<file path="config.mk">
export PLATFORM = sky130hd
export DESIGN_NAME = easter_and_movable_feasts_top
export DESIGN_NICKNAME = d
export VERILOG_FILES = /design/src/design/emf_pkg.sv /design/src/design/easter_and_movable_feasts_top.sv /design/src/design/emf_div.sv /design/src/design/emf_cpt.sv /design/src/design/emf_fst.sv
export VERILOG_INCLUDE_DIRS = /design/src /design/src/design
export SDC_FILE = /design/constraint.sdc
export NUM_CORES = 1
export LEC_CHECK = 0
export BUFFER_PORTS_ARGS = -buffer_cell sky130_fd_sc_hd__buf_4
export CORE_MARGIN = 2
export CORE_UTILIZATION = 65
export CTS_CLUSTER_DIAMETER = 50
export CTS_CLUSTER_SIZE = 12
export DETAILED_ROUTE_END_ITERATION = 6
export PLACE_DENSITY_LB_ADDON = 0.1
export SLEW_MARGIN = 20
export SYNTH_ARGS = -nofsm -noshare
export SYNTH_HDL_FRONTEND = slang
export SYNTH_SLANG_ARGS = --single-unit
</file>
<file path="constraint.sdc">
create_clock -name clock -period 8.1 [get_ports clock]
set_input_delay 1.215 -clock clock [delete_from_list [all_inputs] [get_ports clock]]
set_output_delay 1.215 -clock clock [all_outputs]
set_load 0.01 [all_outputs]
</file>
<file path="src/design/easter_and_movable_feasts_top_assert.svh">
// ----------------------------------------------------------------------------
// Easter and movable feasts: assertion macros
// Shared concurrent assertion forms used by the feast calculator RTL.
// ----------------------------------------------------------------------------
`ifndef EASTER_AND_MOVABLE_FEASTS_TOP_ASSERT_SVH
`define EASTER_AND_MOVABLE_FEASTS_TOP_ASSERT_SVH

// Consequent must hold in the same cycle as the antecedent.
`define EMF_ASSERT_IMPLIES(label, clk, rst, ante, cons, msg) \
   label: assert property (@(posedge clk) disable iff (rst) (ante) |-> (cons)) \
      else $error(msg);

// Consequent must hold in the cycle after the antecedent.
`define EMF_ASSERT_NEXT(label, clk, rst, ante, cons, msg) \
   label: assert property (@(posedge clk) disable iff (rst) (ante) |=> (cons)) \
      else $error(msg);

`endif

</file>
<file path="src/design/emf_pkg.sv">
// ----------------------------------------------------------------------------
// Easter and movable feasts: package
// Types, constants and the date conversion helper shared by the pipeline.
// ----------------------------------------------------------------------------
package emf_pkg;

   // Number of register stages from the input to the result register.
   localparam int NUM_STAGES = 8;

   // Reciprocals for the constant divisions. The ones for 100, 19 and 30 are
   // slightly low, so the estimated quotient is exact or one too small; the
   // ones for 25, 3 and 7 are slightly high and exact over the range they see.
   localparam logic [12:0] RECIP_100 = 13'd5242;   // 2^19 / 100
   localparam logic [15:0] RECIP_19  = 16'd55188;  // 2^20 / 19
   localparam logic [5:0]  RECIP_25  = 6'd41;      // 2^10 / 25, exact below 664
   localparam logic [9:0]  RECIP_3   = 10'd683;    // 2^11 / 3, exact below 657
   localparam logic [5:0]  RECIP_30  = 6'd34;      // 2^10 / 30
   localparam logic [5:0]  RECIP_7   = 6'd37;      // 2^8 / 7, exact below 87

   // Month numbers.
   localparam logic [2:0] MON_FEB = 3'd2;
   localparam logic [2:0] MON_MAR = 3'd3;
   localparam logic [2:0] MON_APR = 3'd4;
   localparam logic [2:0] MON_MAY = 3'd5;
   localparam logic [2:0] MON_JUN = 3'd6;

   // Feast offsets in days relative to Easter Sunday.
   localparam logic signed [7:0] CARNIVAL_START_OFS = -8'sd49;
   localparam logic signed [7:0] CARNIVAL_END_OFS   = -8'sd47;
   localparam logic signed [7:0] GOOD_FRIDAY_OFS    = -8'sd2;
   localparam logic signed [7:0] ASCENSION_OFS      = 8'sd39;
   localparam logic signed [7:0] WHITSUN_OFS        = 8'sd49;

   // Computus terms handed from the divider front end to the core.
   typedef struct packed {
      logic [4:0] a;
      logic [9:0] b;
      logic [7:0] d;
      logic [4:0] f;
      logic [1:0] e;
      logic [4:0] i;
      logic [1:0] k;
      logic       leap;
   } div_out_type;

   // Easter Sunday date plus the leap flag for the feast stage.
   typedef struct packed {
      logic [4:0] dom;
      logic [2:0] mon;
      logic       leap;
   } easter_type;

   typedef struct packed {
      logic [4:0] dom;
      logic [2:0] mon;
   } date_type;

   // All result dates of one item.
   typedef struct packed {
      date_type easter;
      date_type carnival_start;
      date_type carnival_end;
      date_type good_friday;
      date_type ascension;
      date_type whitsun;
   } feasts_type;

   // Turns a day offset from March 1 (negative reaches into February)
   // into a day of month and month number.
   function automatic date_type to_date(input logic signed [7:0] offs, input logic leap);
      date_type          res;
      logic signed [7:0] feb_day;
      feb_day = offs + (leap ? 8'sd30 : 8'sd29);
      if (offs < 8'sd0) begin
         res.mon = MON_FEB;
         res.dom = feb_day[4:0];
      end else if (offs < 8'sd31) begin
         res.mon = MON_MAR;
         res.dom = 5'(offs + 8'sd1);
      end else if (offs < 8'sd61) begin
         res.mon = MON_APR;
         res.dom = 5'(offs - 8'sd30);
      end else if (offs < 8'sd92) begin
         res.mon = MON_MAY;
         res.dom = 5'(offs - 8'sd60);
      end else begin
         res.mon = MON_JUN;
         res.dom = 5'(offs - 8'sd91);
      end
      return res;
   endfunction

endpackage

</file>
<file path="src/design/easter_and_movable_feasts_top.sv">
// ----------------------------------------------------------------------------
// Easter and movable feasts: top level
// Computes Easter Sunday and five movable feasts for a Gregorian year.
// ----------------------------------------------------------------------------
// Usage:
// The req channel carries one year per item; the rsp channel returns one
// item per year with the day and month of Easter Sunday, Carnival Sunday,
// Carnival Tuesday, Good Friday, Ascension Day and Whitsuntide.
// Both channels use valid and stall; an item moves on a rising edge with
// valid high and stall low.
// Throughput is one item per cycle while the receiver does not stall, set by
// the 8-stage pipeline: three divider stages, four computus stages and one
// feast stage whose register drives the rsp ports.
// Each stage keeps its own valid bit, so empty stages close up while the
// receiver stalls and req_stall rises only once all 8 stages hold items.
// A stalled result stays unchanged on the rsp ports until it is taken.
// Reset clears all valid bits; no item is in flight afterwards.
module easter_and_movable_feasts_top (
   input  logic        clock,
   input  logic        reset,
   input  logic        req_valid,
   output logic        req_stall,
   input  logic [15:0] req_year,
   output logic        rsp_valid,
   input  logic        rsp_stall,
   output logic [4:0]  rsp_easter_dom,
   output logic [2:0]  rsp_easter_mon,
   output logic [4:0]  rsp_carnival_start_dom,
   output logic [1:0]  rsp_carnival_start_mon,
   output logic [4:0]  rsp_carnival_end_dom,
   output logic [1:0]  rsp_carnival_end_mon,
   output logic [4:0]  rsp_good_friday_dom,
   output logic [2:0]  rsp_good_friday_mon,
   output logic [4:0]  rsp_ascension_dom,
   output logic [2:0]  rsp_ascension_mon,
   output logic [4:0]  rsp_whitsun_dom,
   output logic [2:0]  rsp_whitsun_mon
);
   import emf_pkg::*;

   `include "easter_and_movable_feasts_top_assert.svh"

   logic [NUM_STAGES-1:0] v_ff;
   logic [NUM_STAGES-1:0] v_in;
   logic [NUM_STAGES-1:0] stage_en;
   div_out_type           div_out;
   easter_type            easter;
   feasts_type            feasts;

   // A stage loads when it is empty or when the stage after it moves on.
   always_comb begin
      stage_en[NUM_STAGES-1] = !v_ff[NUM_STAGES-1] || !rsp_stall;
      for (int j = NUM_STAGES - 2; j >= 0; j--) begin
         stage_en[j] = !v_ff[j] || stage_en[j+1];
      end
   end

   // Valid bits travel with the data.
   always_comb begin
      v_in[0] = stage_en[0] ? req_valid : v_ff[0];
      for (int j = 1; j < NUM_STAGES; j++) begin
         v_in[j] = stage_en[j] ? v_ff[j-1] : v_ff[j];
      end
   end

   always_ff @(posedge clock) begin
      if (reset) begin
         v_ff <= '0;
      end else begin
         v_ff <= v_in;
      end
   end

   assign req_stall = !stage_en[0];
   assign rsp_valid = v_ff[NUM_STAGES-1];

   // Datapath.
   emf_div u_div (
      .clock    (clock),
      .stage_en (stage_en[2:0]),
      .year     (req_year),
      .div_out  (div_out)
   );

   emf_cpt u_cpt (
      .clock    (clock),
      .stage_en (stage_en[6:3]),
      .div_out  (div_out),
      .easter   (easter)
   );

   emf_fst u_fst (
      .clock    (clock),
      .stage_en (stage_en[7]),
      .easter   (easter),
      .feasts   (feasts)
   );

   // Result ports.
   assign rsp_easter_dom         = feasts.easter.dom;
   assign rsp_easter_mon         = feasts.easter.mon;
   assign rsp_carnival_start_dom = feasts.carnival_start.dom;
   assign rsp_carnival_start_mon = feasts.carnival_start.mon[1:0];
   assign rsp_carnival_end_dom   = feasts.carnival_end.dom;
   assign rsp_carnival_end_mon   = feasts.carnival_end.mon[1:0];
   assign rsp_good_friday_dom    = feasts.good_friday.dom;
   assign rsp_good_friday_mon    = feasts.good_friday.mon;
   assign rsp_ascension_dom      = feasts.ascension.dom;
   assign rsp_ascension_mon      = feasts.ascension.mon;
   assign rsp_whitsun_dom        = feasts.whitsun.dom;
   assign rsp_whitsun_mon        = feasts.whitsun.mon;

   // The input is held off only when every stage is full and the output stalls.
   `EMF_ASSERT_IMPLIES(a_stall_only_full, clock, reset, req_stall,
      (&v_ff) && rsp_stall, "input stalled with a free stage")
   // A delivered result with nothing behind it leaves the output empty.
   `EMF_ASSERT_NEXT(a_drain, clock, reset,
      rsp_valid && !rsp_stall && !v_ff[NUM_STAGES-2], !rsp_valid,
      "result repeated after delivery")
   // Easter falls in March or April and Whitsuntide in May or June.
   `EMF_ASSERT_IMPLIES(a_month_range, clock, reset, rsp_valid,
      (rsp_easter_mon == MON_MAR || rsp_easter_mon == MON_APR) &&
      (rsp_whitsun_mon == MON_MAY || rsp_whitsun_mon == MON_JUN),
      "feast month out of range")
   // Good Friday leaves the Easter month only when Easter is on day one or two.
   `EMF_ASSERT_IMPLIES(a_friday_month, clock, reset,
      rsp_valid && (rsp_good_friday_mon != rsp_easter_mon), rsp_easter_dom <= 5'd2,
      "good friday month mismatch")

endmodule

</file>
<file path="src/design/emf_div.sv">
// ----------------------------------------------------------------------------
// Easter and movable feasts: divider front end
// Three stages that split the year into the century, year-in-century and
// golden-number terms and derive the leap-year flag.
// ----------------------------------------------------------------------------
module emf_div (
   input  logic                 clock,
   input  logic [2:0]           stage_en,
   input  logic [15:0]          year,
   output emf_pkg::div_out_type div_out
);
   import emf_pkg::*;

   logic [15:0] year1_ff;
   logic [9:0]  q100_ff;
   logic [11:0] q19_ff;
   logic [28:0] prod100;
   logic [31:0] prod19;

   logic [4:0]  a2_ff;
   logic [9:0]  b2_ff;
   logic [6:0]  c2_ff;
   logic [1:0]  ylo2_ff;
   logic [16:0] r100_full;
   logic [16:0] r19_full;
   logic [7:0]  r100;
   logic [5:0]  r19;
   logic [4:0]  a_in;
   logic [9:0]  b_in;
   logic [6:0]  c_in;

   logic [10:0]  b_plus8;
   logic [16:0]  prod25;
   div_out_type  div_ff;
   div_out_type  div_in;

   // Stage 1: estimated quotients by 100 and by 19.
   assign prod100 = 29'(year) * 29'(RECIP_100);
   assign prod19  = 32'(year) * 32'(RECIP_19);

   always_ff @(posedge clock) begin
      if (stage_en[0]) begin
         year1_ff <= year;
         q100_ff  <= prod100[28:19];
         q19_ff   <= prod19[31:20];
      end
   end

   // Stage 2: remainders with a single correction step each.
   always_comb begin
      r100_full = {1'b0, year1_ff} - 17'(q100_ff) * 17'd100;
      r19_full  = {1'b0, year1_ff} - 17'(q19_ff) * 17'd19;
      r100      = r100_full[7:0];
      r19       = r19_full[5:0];
      if (r100 >= 8'd100) begin
         b_in = q100_ff + 10'd1;
         c_in = 7'(r100 - 8'd100);
      end else begin
         b_in = q100_ff;
         c_in = r100[6:0];
      end
      if (r19 >= 6'd19) begin
         a_in = 5'(r19 - 6'd19);
      end else begin
         a_in = r19[4:0];
      end
   end

   always_ff @(posedge clock) begin
      if (stage_en[1]) begin
         a2_ff   <= a_in;
         b2_ff   <= b_in;
         c2_ff   <= c_in;
         ylo2_ff <= year1_ff[1:0];
      end
   end

   // Stage 3: century terms, year-in-century terms and the leap flag.
   always_comb begin
      b_plus8     = 11'(b2_ff) + 11'd8;
      prod25      = 17'(b_plus8) * 17'(RECIP_25);
      div_in.a    = a2_ff;
      div_in.b    = b2_ff;
      div_in.d    = b2_ff[9:2];
      div_in.e    = b2_ff[1:0];
      div_in.f    = prod25[14:10];
      div_in.i    = c2_ff[6:2];
      div_in.k    = c2_ff[1:0];
      div_in.leap = ((ylo2_ff == 2'd0) && (c2_ff != 7'd0)) ||
                    ((c2_ff == 7'd0) && (b2_ff[1:0] == 2'd0));
   end

   always_ff @(posedge clock) begin
      if (stage_en[2]) begin
         div_ff <= div_in;
      end
   end

   assign div_out = div_ff;

endmodule

</file>
<file path="src/design/emf_cpt.sv">
// ----------------------------------------------------------------------------
// Easter and movable feasts: computus core
// Four stages that take the century, year-in-century and golden-number terms
// to the date of Easter Sunday.
// ----------------------------------------------------------------------------
module emf_cpt (
   input  logic                 clock,
   input  logic [3:0]           stage_en,
   input  emf_pkg::div_out_type div_out,
   output emf_pkg::easter_type  easter
);
   import emf_pkg::*;

   // Stage 4 signals.
   logic [9:0]  gx;
   logic [19:0] prod3;
   logic [9:0]  hs_in;
   logic [7:0]  g4_ff;
   logic [9:0]  hs4_ff;
   logic [4:0]  a4_ff;
   logic [1:0]  e4_ff;
   logic [4:0]  i4_ff;
   logic [1:0]  k4_ff;
   logic        leap4_ff;

   // Stage 5 signals.
   logic [9:0]  hx;
   logic [15:0] prod30;
   logic [5:0]  hr;
   logic [4:0]  h_in;
   logic [4:0]  h5_ff;
   logic [4:0]  a5_ff;
   logic [1:0]  e5_ff;
   logic [4:0]  i5_ff;
   logic [1:0]  k5_ff;
   logic        leap5_ff;

   // Stage 6 signals.
   logic [6:0]  lx;
   logic [12:0] prod7;
   logic [6:0]  lr;
   logic [2:0]  l6_ff;
   logic [4:0]  h6_ff;
   logic [4:0]  a6_ff;
   logic        leap6_ff;

   // Stage 7 signals.
   logic [8:0]  msum;
   logic [7:0]  base;
   easter_type  easter_in;
   easter_type  easter_ff;

   // Stage 4: the g term and the part of the h sum that does not need it.
   always_comb begin
      gx    = div_out.b - 10'(div_out.f) + 10'd1;
      prod3 = 20'(gx) * 20'(RECIP_3);
      hs_in = 10'(div_out.a) * 10'd19 + div_out.b - 10'(div_out.d) + 10'd15;
   end

   always_ff @(posedge clock) begin
      if (stage_en[0]) begin
         g4_ff    <= prod3[18:11];
         hs4_ff   <= hs_in;
         a4_ff    <= div_out.a;
         e4_ff    <= div_out.e;
         i4_ff    <= div_out.i;
         k4_ff    <= div_out.k;
         leap4_ff <= div_out.leap;
      end
   end

   // Stage 5: h is the epact-like sum modulo 30.
   always_comb begin
      hx     = hs4_ff - 10'(g4_ff);
      prod30 = 16'(hx) * 16'(RECIP_30);
      hr     = 6'(hx - 10'(prod30[15:10]) * 10'd30);
      if (hr >= 6'd30) begin
         h_in = 5'(hr - 6'd30);
      end else begin
         h_in = hr[4:0];
      end
   end

   always_ff @(posedge clock) begin
      if (stage_en[1]) begin
         h5_ff    <= h_in;
         a5_ff    <= a4_ff;
         e5_ff    <= e4_ff;
         i5_ff    <= i4_ff;
         k5_ff    <= k4_ff;
         leap5_ff <= leap4_ff;
      end
   end

   // Stage 6: l is the weekday correction modulo 7.
   always_comb begin
      lx    = 7'd32 + {4'd0, e5_ff, 1'b0} + {1'b0, i5_ff, 1'b0} - 7'(h5_ff) - 7'(k5_ff);
      prod7 = 13'(lx) * 13'(RECIP_7);
      lr    = lx - 7'(prod7[11:8]) * 7'd7;
   end

   always_ff @(posedge clock) begin
      if (stage_en[2]) begin
         l6_ff    <= lr[2:0];
         h6_ff    <= h5_ff;
         a6_ff    <= a5_ff;
         leap6_ff <= leap5_ff;
      end
   end

   // Stage 7: the m correction, the base value and the Easter date.
   always_comb begin
      msum = 9'(a6_ff) + 9'(h6_ff) * 9'd11 + 9'(l6_ff) * 9'd22;
      base = 8'(h6_ff) + 8'(l6_ff) + 8'd114 - ((msum >= 9'd451) ? 8'd7 : 8'd0);
      if (base >= 8'd124) begin
         easter_in.mon = MON_APR;
         easter_in.dom = 5'(base - 8'd123);
      end else begin
         easter_in.mon = MON_MAR;
         easter_in.dom = 5'(base - 8'd92);
      end
      easter_in.leap = leap6_ff;
   end

   always_ff @(posedge clock) begin
      if (stage_en[3]) begin
         easter_ff <= easter_in;
      end
   end

   assign easter = easter_ff;

endmodule

</file>
<file path="src/design/emf_fst.sv">
// ----------------------------------------------------------------------------
// Easter and movable feasts: feast stage
// Shifts the Easter date to each feast and holds the result register.
// ----------------------------------------------------------------------------
module emf_fst (
   input  logic                clock,
   input  logic                stage_en,
   input  emf_pkg::easter_type easter,
   output emf_pkg::feasts_type feasts
);
   import emf_pkg::*;

   logic [6:0]        doy;
   logic signed [7:0] doy_s;
   feasts_type        feasts_in;
   feasts_type        feasts_ff;

   // Easter as a day count from March 1, then each feast by its offset.
   always_comb begin
      doy   = (easter.mon == MON_MAR) ? 7'(easter.dom) - 7'd1 : 7'(easter.dom) + 7'd30;
      doy_s = $signed({1'b0, doy});
      feasts_in.easter.dom     = easter.dom;
      feasts_in.easter.mon     = easter.mon;
      feasts_in.carnival_start = to_date(doy_s + CARNIVAL_START_OFS, easter.leap);
      feasts_in.carnival_end   = to_date(doy_s + CARNIVAL_END_OFS, easter.leap);
      feasts_in.good_friday    = to_date(doy_s + GOOD_FRIDAY_OFS, easter.leap);
      feasts_in.ascension      = to_date(doy_s + ASCENSION_OFS, easter.leap);
      feasts_in.whitsun        = to_date(doy_s + WHITSUN_OFS, easter.leap);
   end

   always_ff @(posedge clock) begin
      if (stage_en) begin
         feasts_ff <= feasts_in;
      end
   end

   assign feasts = feasts_ff;

endmodule
</file>
# Word-level counts from Yosys, hierarchy flattened
# Cells that the tools add are included.
# word_totals
ff_bits	222
input_bits	20
output_inout_bits	48
elab_cells	215
# op_classes
addsub	58
mul	13
magnitude_cmp	25
eq_ne	1
n_mux	28
reduce_logical	30
# op_table
cell	n
$mux W8	21
$lt A8 B1 Y1 const B	5
$lt A8 B6 Y1 const B	5
$lt A8 B7 Y1 const B	5
$lt A8 B8 Y1 const B	5
$mul A16 B14 Y30 const B	1
$mul A16 B12 Y28 const B	1
$add A5 B2 Y5 const B	5
$sub A5 B2 Y5 const B	5
$sub A5 B3 Y5 const B	5
$sub A5 B4 Y5 const B	5
$add A8 B7 Y8 const B	3
$add A10 B1 Y10 const B	2
$sub A10 B8 Y10	2
$sub A5 B5 Y5 const B	4
$mul A10 B10 Y19 const B	1
$add A7 B6 Y8 const B	2
$ge A8 B7 Y1 const B	2
$add A5 B3 Y5	3
$mul A10 B5 Y15 const B	1
$mul A11 B6 Y15 const B	1
$mux W7	2
$ge A6 B5 Y1 const B	2
$mul A12 B5 Y6 const B	1
40 further kinds	66

# Depth between registers and ports, before layout
# logic_depth
ltp_word	10
depth_mapped	31
ltp_nobuf	31

# Modules after synthesis
# Synthesis repeated with hierarchy kept, for this count alone.
# hier_totals
cells_unflattened	2294
hier_area_um2	23994.3
# by_module_without_submodules
mod	instances	cells_each	area_per_inst_um2	seq_area_each_um2
emf_div	1	967	10516.3	2222.1
emf_cpt	1	777	8523.2	2252.2
emf_fst	1	513	4626.9	1441.4
easter_and_movable_feasts_top	1	37	327.8	160.2

# Worst setup path before layout
# No wires, ideal clock.
# synth_path
path_kind	flip-flop to flip-flop
from	register u_cpt.hs4_ff[4]
to	register u_cpt.h5_ff[2] (data pin)
setup_ps	256
t_arrival_ps	6712
required_time_ps	7844
setup_slack_ps	1132
path_stages_with_launch	28
n_path_buf	1
period_less_slack_ps	6968
cell_sequence	edfxtp_1 > ha_1 > buf_2 > or2_0 > a21oi_1 > a211oi_1 > or3_1 > and2_1 > ha_1 > ha_1 > inv_1 > a2111oi_0 > o31ai_1 > a21boi_0 > nor2_1 > fa_1 > inv_1 > fa_1 > fa_1 > ha_1 > a21oi_1 > xnor2_1 > xnor3_1 > xnor2_1 > xor2_1 > xor2_1 > a21oi_1 > o22a_1
# synth_between
elab_chain_len	6
elab_cells_between_ends	7
classes_between	add/sub (3); mul (2); order compare (1); mux (1)
# synth_rtl
element	line_no	text
start, declared	emf_cpt.sv:19	logic [9:0] hs4_ff;
start signal, assigned	emf_cpt.sv:63	hs4_ff <= hs_in;
$sub A10 B8 Y10 (*)	emf_cpt.sv:74	hx = hs4_ff - 10'(g4_ff);
$mul A10 B5 Y15	emf_cpt.sv:75	prod30 = 16'(hx) * 16'(RECIP_30);
$mul A6 B4 Y5	emf_cpt.sv:76	hr = 6'(hx - 10'(prod30[15:10]) * 10'd30);
$sub A6 B6 Y6 (*)	emf_cpt.sv:76	
$sub A5 B5 Y5 / $ge A6 B5 Y1 (equally long branches)	emf_cpt.sv:78, emf_cpt.sv:77	
$mux W5 (*)	emf_cpt.sv:77	if (hr >= 6'd30) begin
via u_cpt.h_in[2]	emf_cpt.sv:30	logic [4:0] h_in;
end signal, assigned	emf_cpt.sv:86	h5_ff <= h_in;
end, declared	emf_cpt.sv:31	logic [4:0] h5_ff;
# Mark *: on every way through the listed nets, which the timed path passes. The rest lies on a longest branch.
# A chain may end at the register's enable or synchronous reset.

# Worst setup path after layout
# layout_path
from	register u_cpt.hs4_ff[4]
to	register u_cpt.h5_ff[1] (data pin)
# Same word-level chain as after synthesis.

==> impl_metrics.toml <==
[status]
status = "finished clean"

[drt]
wl_um = 44400
first_iter_violations = 902
vias = 15200
drc = 0
dr.pass1.iters = 5
vias_per_cell = 5.59
wire_per_inst_um = 16.3
drtAntennaViolNets = 0

[layout]
final_cell_mix = "462 x ha_1, 443 x inv_1, 201 x fa_1, 194 x edfxtp_1, 141 x xnor2_1"
n_antenna_cell = 0
synthToLayoutAreaGrowth_pct = 7.63
fin_area_um2 = 24800
final_nets = 2931
layout.cells.most_common = "ha_1"
drive_gt1_share_pct = 6.29

[grt]
grt_util_all_layers_pct = 25.1
grt_max_degree = 46
grt_overflow = 0
grt_pass1_vias = 15500
antenna_found_initial = 0
grt_pass1_wl_um = 74600

[synth]
ys_async_sr_fraction_pct = 0
synth_largest_area_cell = "edfxtp_1"
syn_inst = 2167
syn_avg_cell_area_um2 = 10.6
ys_seq_area_share_pct = 25.9
synth_top_area_share_pct = 25.2
synthFlopType = "edfxtp_1"
synth_top_cells_by_area = "edfxtp_1 25%, ha_1 25%, fa_1 17%"
ys_types = 84
synth_warnings = 0
netlist_area_um2 = 23100
synth-seq-cells = 202
syn-num-nets = 2850
synth-edff-count = 194

[floorplanning]
rows = 69
ioPinCount = 68
die-area_um2 = 37000
die_y_um = 192
dieWidth_um = 192
start_util_pct = 65.5
core_area_um2 = 35200

[hold_path]
min_to = "u_cpt.i5_ff[1]"
hold_start = "u_cpt.i4_ff[1]"
hp-class = "flip-flop to flip-flop"
hold_path_depth = 0

[clock_tree]
postCtsSetupBuffers = 0
root_buffer = "clkbuf_16"
numCtsBuffers = 23
cts_tree = "built"
h-tree-depth = 1
path_clk_slew_ns = 0.06
clock_path_buffers = 3
clk_latency_ns = 0.52
clock-sinks = 202

[placement]
hpwl_um = 36700
gp_congestion = 0.908
numPortBuffers = 67
postPlaceCellArea_um2 = 24100

[worst_setup_path]
reg2reg_from = "u_cpt.hs4_ff[4]"
rr_endpoint = "u_cpt.h5_ff[1]"
crit_path_start_kind = "flip-flop"
critical_path_class = "flip-flop to flip-flop"
critical_path.max_fanout = 9
reg2reg_setup_slack_ns = 0.55
arrival_ns = 7.82
end_kind = "flip-flop"
critPathRequiredTime_ns = 8.36
rr_worst_depth = 26

[sta]
max_slew.worst_pin.slew_ns = 1.02
setup_viol = 0
final_hold_viol_count = 0
finalClockSkew_ns = 0.0227
timing.fmax_mhz = 132
rsz0062_at_grt = "no"
worst_slew_margin_rel_pct = 31.4
hold-worst-slack_ns = 0.399
fin_crit_ns = 7.55
post-route-period-util_pct = 93.2
drv_slew = 0
fin_setup_tns_ns = 0

[job]
max-cap-violations = 0
[timing repair]
item | 4_1_cts | 5_1_grt
hold buffers | 0 | 0
resized for setup | 0 | 2
endpoints found under the hold margin | 0 | 0
setup endpoints to repair | 0 | 3
[metrics by stage]
stage / worst slack (ns) / util (%) / cells
global route: 0.0771 / 70.5 / 2720
detailed placement: 0.460 / 68.5 / 2684
finish: 0.547 / 70.5 / 2720
floorplan: 1.13 / - / 2167
global placement: 0.772 / 68.5 / 2684
CTS: 0.428 / 70.5 / 2720
[flip-flops by register name, summed over array words and instances, names as in the netlist, 8 cells and up]
signal,cells
u_cpt.hs4_ff,10
u_cpt.easter,8
u_div.q100_ff,10
u_div.b2_ff,10
u_div.div_out,28
u_cpt.g4_ff,8
v_ff,8
u_div.year1_ff,8
u_fst.feasts,45
[worst max path at each step]
stage | slack [ns] | cells after the start | from | to
3_3_place_gp | 0.77 | 26 | u_cpt.hs4_ff[4] | u_cpt.h5_ff[2]
3_5_place_dp | 0.46 | 26 | u_cpt.hs4_ff[4] | u_cpt.h5_ff[1]
4_1_cts | 0.43 | 26 | u_cpt.hs4_ff[4] | u_cpt.h5_ff[1]
5_1_grt | 0.08 | 26 | u_cpt.hs4_ff[4] | u_cpt.h5_ff[1]
6_report | 0.55 | 26 | u_cpt.hs4_ff[4] | u_cpt.h5_ff[1]
2_1_floorplan | 1.13 | 27 | u_cpt.hs4_ff[4] | u_cpt.h5_ff[2]
[critical path: stages, from the launching register on]
cell	delay [ns]
edfxtp_1	0.37
ha_1	0.42
or2_0	0.25
a21oi_1	0.24
a211oi_1	0.10
or3_1	0.38
and2_1	0.22
ha_1	0.28
ha_1	0.32
nand2_1	0.06
a2111oi_1	0.50
o31ai_1	0.19
a21boi_0	0.29
nor2_1	0.15
fa_1	0.58
inv_1	0.06
fa_1	0.55
fa_1	0.43
ha_1	0.32
a21oi_1	0.18
xnor2_1	0.15
xnor3_1	0.25
xnor2_1	0.17
xor2_1	0.24
xor2_2	0.32
a211oi_1	0.11
a21o_1	0.17
[synthesized netlist by cell type (all sizes together), types with 5 or more instances]
cell	n
ha	462
inv	445
fa	201
edfxtp	194
xnor2	143
a21oi	92
nand2	90
nor2	78
o21ai	56
xor2	38
nand3	36
a21o	31
a211oi	25
o21a	22
clkbuf	17
nor2b	15
nor3	15
and2	14
o21bai	14
o22ai	13
and3	10
nand2b	10
a31oi	9
o31ai	9
dfxtp	8
a2111oi	7
a21boi	7
nor3b	7
o211ai	7
or3	6
mux2i	5
nand4	5
or2	5
[per-layer routing]
| layer | GRT usage, % | up-vias | routed length, um |
|---|---|---|---|
| li1 | - | 7510 | - |
| met1 | 34.6 | 7327 | 20000 |
| met2 | 42.9 | 311 | 21600 |
| met3 | 2.60 | 68 | 1800 |
| met4 | 6.02 | 0 | 978 |
| met5 | 0 | - | 0 |
[layout make-up]
type	count	area [um^2]
Timing Repair Buffer	77	578
Tap cell	461	577
Inverter	446	1670
Clock inverter	6	72.6
Clock buffer	30	612
Sequential cell	202	5990
Fill cell	2624	10400
Multi-Input combinational cell	1498	15300
[kinds of logic (layout without fill, tap and decap cells)]
group                      after synthesis  after routing  share of synthesized area (%)
AOI/OAI and AO/OA                      336            336                           9.88
xor gates and xnor gates               183            183                           7.13
adders and majority gates              663            663                           42.5
buffers and inverters                  467            559                           7.65
DFF                                    202            202                           25.9
muxes                                    9              9                          0.412
and+or+nand+nor                        307            307                           6.50
Power is not shown: default switching activity piles up to over one toggle a cycle in this logic, so the estimate is an artifact.
